File: src/design/bpa_pkg.sv
// Shared constants and controller/datapath interface structs for the
// bitmap page allocator. No dependencies.
`timescale 1ns / 1ps

package bpa_pkg;

    localparam int ADDR_W    = 48;
    localparam int CNT_W     = 13;
    localparam int WORD_BITS = 64;
    localparam int STEP_BITS = 8;

    localparam logic [1:0] ST_OK      = 2'd0;
    localparam logic [1:0] ST_OOM     = 2'd1;
    localparam logic [1:0] ST_INVALID = 2'd2;

    localparam logic OP_ALLOC = 1'b0;
    localparam logic OP_FREE  = 1'b1;

    localparam logic CFG_BASE  = 1'b0;
    localparam logic CFG_COUNT = 1'b1;

    localparam logic [CNT_W-1:0] POOL_COUNT_RESET = 13'd4096;

    // Controller -> datapath
    typedef struct packed {
        logic clr_wr;
        logic capture;
        logic chk;
        logic scan_init;
        logic load_word;
        logic scan_step;
        logic mark_free;
        logic mark_alloc;
        logic rd_mark;
        logic mark_wr;
        logic mark_next;
        logic set_inv;
        logic set_oom;
        logic set_ok;
        logic load_out;
    } t_cmd;

    // Datapath -> controller
    typedef struct packed {
        logic clr_last;
        logic invalid;
        logic is_free;
        logic found;
        logic exhausted;
        logic word_done;
        logic mark_last;
        logic out_free;
    } t_sts;

endpackage

File: src/design/bpa_ctrl.sv
// Controller state machine of the bitmap page allocator.
// Depends on bpa_pkg for the command and status structs.
`timescale 1ns / 1ps

module bpa_ctrl (
    input  logic          i_clk,
    input  logic          i_rst_n,
    input  logic          i_valid,
    output logic          o_stall,
    input  bpa_pkg::t_sts i_sts,
    output bpa_pkg::t_cmd o_cmd
);

    typedef enum logic [9:0] {
        S_CLR  = 10'b00_0000_0001,
        S_IDLE = 10'b00_0000_0010,
        S_CHK  = 10'b00_0000_0100,
        S_VAL  = 10'b00_0000_1000,
        S_SRD  = 10'b00_0001_0000,
        S_SLD  = 10'b00_0010_0000,
        S_SCAN = 10'b00_0100_0000,
        S_MRD  = 10'b00_1000_0000,
        S_MWR  = 10'b01_0000_0000,
        S_FIN  = 10'b10_0000_0000
    } t_state;

    t_state r_state, n_state;

    always_ff @(posedge i_clk) begin
        if (!i_rst_n) r_state <= S_CLR;
        else          r_state <= n_state;
    end

    assign o_stall = (r_state != S_IDLE);

    // Next state and commands
    always_comb begin
        n_state = r_state;
        o_cmd   = '0;
        unique case (r_state)
            S_CLR: begin
                o_cmd.clr_wr = 1'b1;
                if (i_sts.clr_last) n_state = S_IDLE;
            end
            S_IDLE: begin
                if (i_valid) begin
                    o_cmd.capture = 1'b1;
                    n_state       = S_CHK;
                end
            end
            S_CHK: begin
                o_cmd.chk = 1'b1;
                n_state   = S_VAL;
            end
            S_VAL: begin
                priority if (i_sts.invalid) begin
                    o_cmd.set_inv = 1'b1;
                    n_state       = S_FIN;
                end else if (i_sts.is_free) begin
                    o_cmd.mark_free = 1'b1;
                    n_state         = S_MRD;
                end else begin
                    o_cmd.scan_init = 1'b1;
                    n_state         = S_SRD;
                end
            end
            S_SRD: n_state = S_SLD;
            S_SLD: begin
                o_cmd.load_word = 1'b1;
                n_state         = S_SCAN;
            end
            S_SCAN: begin
                o_cmd.scan_step = 1'b1;
                priority if (i_sts.found) begin
                    o_cmd.mark_alloc = 1'b1;
                    n_state          = S_MRD;
                end else if (i_sts.exhausted) begin
                    o_cmd.set_oom = 1'b1;
                    n_state       = S_FIN;
                end else if (i_sts.word_done) begin
                    n_state = S_SRD;
                end
            end
            S_MRD: begin
                o_cmd.rd_mark = 1'b1;
                n_state       = S_MWR;
            end
            S_MWR: begin
                o_cmd.rd_mark = 1'b1;
                o_cmd.mark_wr = 1'b1;
                if (i_sts.mark_last) begin
                    o_cmd.set_ok = 1'b1;
                    n_state      = S_FIN;
                end else begin
                    o_cmd.mark_next = 1'b1;
                    n_state         = S_MRD;
                end
            end
            S_FIN: begin
                if (i_sts.out_free) begin
                    o_cmd.load_out = 1'b1;
                    n_state        = S_IDLE;
                end
            end
            default: n_state = S_CLR;
        endcase
    end

endmodule

File: config.mk
export PLATFORM = sky130hd
export DESIGN_NAME = bpa_ctrl
export DESIGN_NICKNAME = d
export VERILOG_FILES = /design/src/design/bpa_pkg.sv /design/src/design/bpa_ctrl.sv
export SDC_FILE = /design/constraint.sdc
export NUM_CORES = 1
export LEC_CHECK = 0
export BUFFER_PORTS_ARGS = -buffer_cell sky130_fd_sc_hd__buf_2
export CORE_UTILIZATION = 43
export DETAILED_ROUTE_END_ITERATION = 8
export PLACE_DENSITY_LB_ADDON = 0.05
export SETUP_SLACK_MARGIN = 0.3
export SYNTH_ARGS = -nofsm -noshare
export SYNTH_HDL_FRONTEND = slang
export SYNTH_SLANG_ARGS = --single-unit
File: constraint.sdc
create_clock -name i_clk -period 1.4 [get_ports i_clk]
set_input_delay 0.07 -clock i_clk [delete_from_list [all_inputs] [get_ports i_clk]]
set_output_delay 0.07 -clock i_clk [all_outputs]
set_load 0.1 [all_outputs]
==> run metrics, run 1 <==
outcome=aborted with a tool error; dpl hpwl=2188 um; chip width=44.61 um; # rows=15; number of port buffers=26; placed cells=171; Synth area leader=dfxtp_1; routability cong.=0.8221; Yosys reg bits=10; Syn Area/Cell=8.218 sq um; number of warnings issued by yosys=0; Mapped Area=780.7 sq um; clk buf depth=2; Err=[ERROR DPL-0038] Utilization greater than 100%, impossible to legalize; root buffer cell=clkbuf_4; post-synthesis sequential area ratio=0.2564; clk sinks=10; library cells used by synthesis=39; synthesized instance count=95; post-GRT worst EP=o_cmd[11]; CTS H-tree lvls=1; Synth top area share=0.2564; Die H=44.61 um; WEP type=primary output; boundary pin count=27; Failed at=5_1_grt; Net Count, Synth=106; Initial Util=0.4571; number of CTS-inserted buffers=3; synth top area cells=dfxtp_1, nor2_1, nor4_4, nor3_1, nor3_2; cts hold-fix bufs=0; largest net degree at the start of global routing=11; DP Worst Slack=-0.1647 ns
## logic make-up after synthesis
family          share of synthesized area
simple gates                       0.5016
compound gates                     0.1506
flops                              0.2564
buf+inv                           0.04646
xor+xnor                          0.04488
## repair_timing
item,CTS
endpoints found under the setup margin,26
resized for setup,25
setup buffers,5
pin swaps,10
## cells in the mapped netlist
cell type / count
o211ai_2: 1
xnor2_1: 2
o41a_1: 1
and2_2: 1
nand2_1: 8
nor3_2: 3
a21oi_1: 1
nand3_4: 1
o21ai_1: 1
dfxtp_1: 10
o21ba_1: 1
a2bb2oi_1: 1
xor2_1: 2
clkbuf_2: 1
nor3_1: 7
buf_6: 1
nor4_2: 2
nor2b_1: 4
or2b_2: 1
o21ai_0: 3
nand4_1: 3
nand3_2: 2
nor2_2: 1
o31a_1: 2
nor3b_1: 1
inv_1: 4
nor2_1: 13
nand3b_1: 1
o31ai_1: 1
o32ai_1: 2
nand3_1: 2
nor4_4: 2
buf_2: 1
and3_1: 1
or3b_1: 1
and4_1: 1
nand2b_1: 3
o21a_1: 1
nor4b_1: 1
## per-stage QoR
step | utilization | TNS, ns | instance area [sq um]
after floorplan | - | -12.41 | 895.9
after global placement | 0.8637 | -0.6072 | 1475
after detailed placement | 0.8637 | -1.785 | 1475
after CTS | 0.9560 | -5.978 | 1633
==> inputs of run 2 (changes only) <==
--- a/config.mk
+++ b/config.mk
@@ -6,10 +6,10 @@
 export NUM_CORES = 1
 export LEC_CHECK = 0
 export BUFFER_PORTS_ARGS = -buffer_cell sky130_fd_sc_hd__buf_2
-export CORE_UTILIZATION = 43
+export CORE_AREA = 2 2 63 65
 export DETAILED_ROUTE_END_ITERATION = 8
-export PLACE_DENSITY_LB_ADDON = 0.05
-export SETUP_SLACK_MARGIN = 0.3
+export DIE_AREA = 0 0 65 67
+export PLACE_DENSITY_LB_ADDON = 0.15
 export SYNTH_ARGS = -nofsm -noshare
 export SYNTH_HDL_FRONTEND = slang
 export SYNTH_SLANG_ARGS = --single-unit
==> constraint.sdc (replaced) <==
create_clock -name i_clk -period 1.82 [get_ports i_clk]
set_input_delay 0.091 -clock i_clk [delete_from_list [all_inputs] [get_ports i_clk]]
set_output_delay 0.091 -clock i_clk [all_outputs]
set_load 0.1 [all_outputs]
==> run metrics, run 2 <==
Synth top area share=0.2564; critical path's slowest cell=nor4_4; clk buf depth=2; boundary pin count=27; cell breakdown of the critical path=nor4_4, nand3_4, nor4_4, buf_12; crit path from=r_state[8]; clk slew on worst S/H paths=0.05 ns; clk sinks=10; Initial Util=0.2165; FF-to-FF Start=r_state[8]; Buf/Inv on CP=1; most frequent cells in the layout=buf_12, buf_4, buf_2; relative max-transition margin=0.7497; Post-Layout Cell Count=183; synth top area cells=dfxtp_1, nor2_1, nor4_4, nor3_1, nor3_2; post-synthesis sequential area ratio=0.2564; Post-DRT Antenna Nets=0; gr usage total=0.1154; WS Path Type=flop to primary output; final core utilization=0.4022; final worst-path cycle share=0.9828; routed wire length=2228 um; Most used DFF post-synth=dfxtp_1; Layout area overhead=85.74%; Hold Path Class=input pin to flop; cts hold-fix bufs=0; Placed Area=0.001349 sq mm; CTS tree=built; number of CTS-inserted buffers=3; Die Area=0.004355 sq mm; vias=832; DR iter-0 viols=27; fraction of final layout cells sized beyond drive strength 1=0.5333; crit path launch type=flop; number of global-route vias before repair=777; synthesized instance count=95; Worst-Skew Late Latency=0.24 ns; leak pwr=0.5771 nW; library cells used by synthesis=39; count leader, synth=nor2_1; commonest non-fill, non-tap cell in the layout=buf_12; Yosys reg bits=10; Max FO, Critical Path=7; worst hold slack=0.1568 ns; timing-limited maximum frequency=559.1 MHz; multi-input logic area=655.6 sq um; Comb power frac=0.479; placed cells=175; Post-synth top cells=nor2_1, dfxtp_1, nand2_1; Critical Path Max Stage Delay=0.38 ns; Crit path arrival time=1.70 ns; Psw=0.4335 mW; Crit. End Element=primary output; fill count=360; Syn Area/Cell=8.218 sq um; ys async rst share=0; outcome=finished clean; dpl hpwl=1889 um; Biggest register=r_state; chip width=65 um; Mapped Area=780.7 sq um; Tmin final=1.789 ns; overflow left after global routing=0; power per cell area=724.6 mW/mm^2; Final #Nets=147; CP required=1.73 ns; Net Count, Synth=106; first-pass GRT wire length=3774 um; clock share of power=0.264; number of port buffers=26; switching part of the total=0.4125; Hold Startpoint=i_rst_n; Max Cap Viol=0; number of warnings issued by yosys=0; Final Slew Violations=0; # rows=22; drt pass-1 iters=4; CP delay by family, top=simple AND/OR/NAND/NOR gates; Synth area leader=dfxtp_1; peak supply drop=0.0002069 V; initial antenna violation count=0; largest net degree at the start of global routing=8; total negative slack=0 ns; unrepaired setup endpoints after global routing=yes; CTS H-tree lvls=1; Reg power frac=0.257; detail-routed via count per cell=4.546; FF/Latch Area=209.0 sq um; EDFF count, synth=0; finished layout cell area=0.001450 sq mm; Die H=67 um; CP most frequent cell=nor4_4; root buffer cell=clkbuf_8; routability cong.=0.8766; setup violators final=0; Power Internal=0.6173 mW; Avg WL per Cell=12.17 um; Largest regs=r_state (10); final hold violations=0; clk_skew=0.007346 ns; Tightest Pin Transition=0.3726 ns; DRC Markers=0; diode count=0; max FFs per register=10; core area=0.003606 sq mm
-- run 2: cell counts after synthesis --
No cell type changed its count.
-- run 2: final cells by class --
| type | instances | area share |
|---|---|---|
| Timing Repair Buffer | 39 | 0.3141 |
| Inverter | 4 | 0.01035 |
| Tap cell | 48 | 0.04142 |
| Sequential cell | 10 | 0.1441 |
| Clock buffer | 4 | 0.03796 |
| Multi-Input combinational cell | 78 | 0.4521 |
-- run 2: repair_timing --
| action | in CTS | in global routing |
|---|---|---|
| hold endpoints to repair | 0 | 0 |
| setup endpoints to repair | 8 | 9 |
| pin swaps | 4 | 5 |
| gates resized for setup | 3 | 5 |
| buffers inserted | 2 | 2 |
-- run 2: kinds of logic after synthesis --
logic type | synth area share
XOR/XNOR | 0.04488
AO/OA/AOI/OAI | 0.1506
AND/OR/NAND/NOR | 0.5016
flip-flops | 0.2564
buffers and inverters | 0.04646
-- run 2: layer usage --
| metal | GRT usage | share of wire | vias up | routed length, um |
|---|---|---|---|---|
| met5 | 0 | 0 | - | 0 |
| met3 | 0.02703 | 0.054 | 2 | 120 |
| li1 | - | - | 428 | - |
| met4 | 0.06383 | 0.015 | 0 | 34 |
| met1 | 0.1494 | 0.47 | 381 | 1046 |
| met2 | 0.1753 | 0.46 | 21 | 1026 |
-- run 2: path summary, 6_finish.rpt --
kind / slack (ns) / cells past startpoint / to
worst max-delay path: 0.03 / 4 / o_cmd[11]
worst min-delay path: 0.16 / 2 / r_state[7]
worst max register to register: 0.20 / 6 / r_state[8]
worst min register to register: 0.51 / 1 / r_state[8]
-- run 2: per-stage QoR --
stage | worst slack [ns] | total power [mW]
3_3_place_gp | 0.1423 | 0.7719
2_1_floorplan | -1.083 | 0.6273
5_1_grt | -0.06288 | 1.108
4_1_cts | 0.008972 | 1.060
6_report | 0.03131 | 1.051
3_5_place_dp | 0.08455 | 0.7752
-- run 2: power groups by stage --
stage                     sequential, mW  combinational, mW  clock, mW
after global placement             0.272              0.500          0
final                              0.270              0.504      0.277
after CTS                          0.270              0.504      0.286
after floorplan                    0.254              0.373          0
after detailed placement           0.274              0.502          0
after global routing               0.273              0.535      0.299
(Power assumes the default switching activity.)
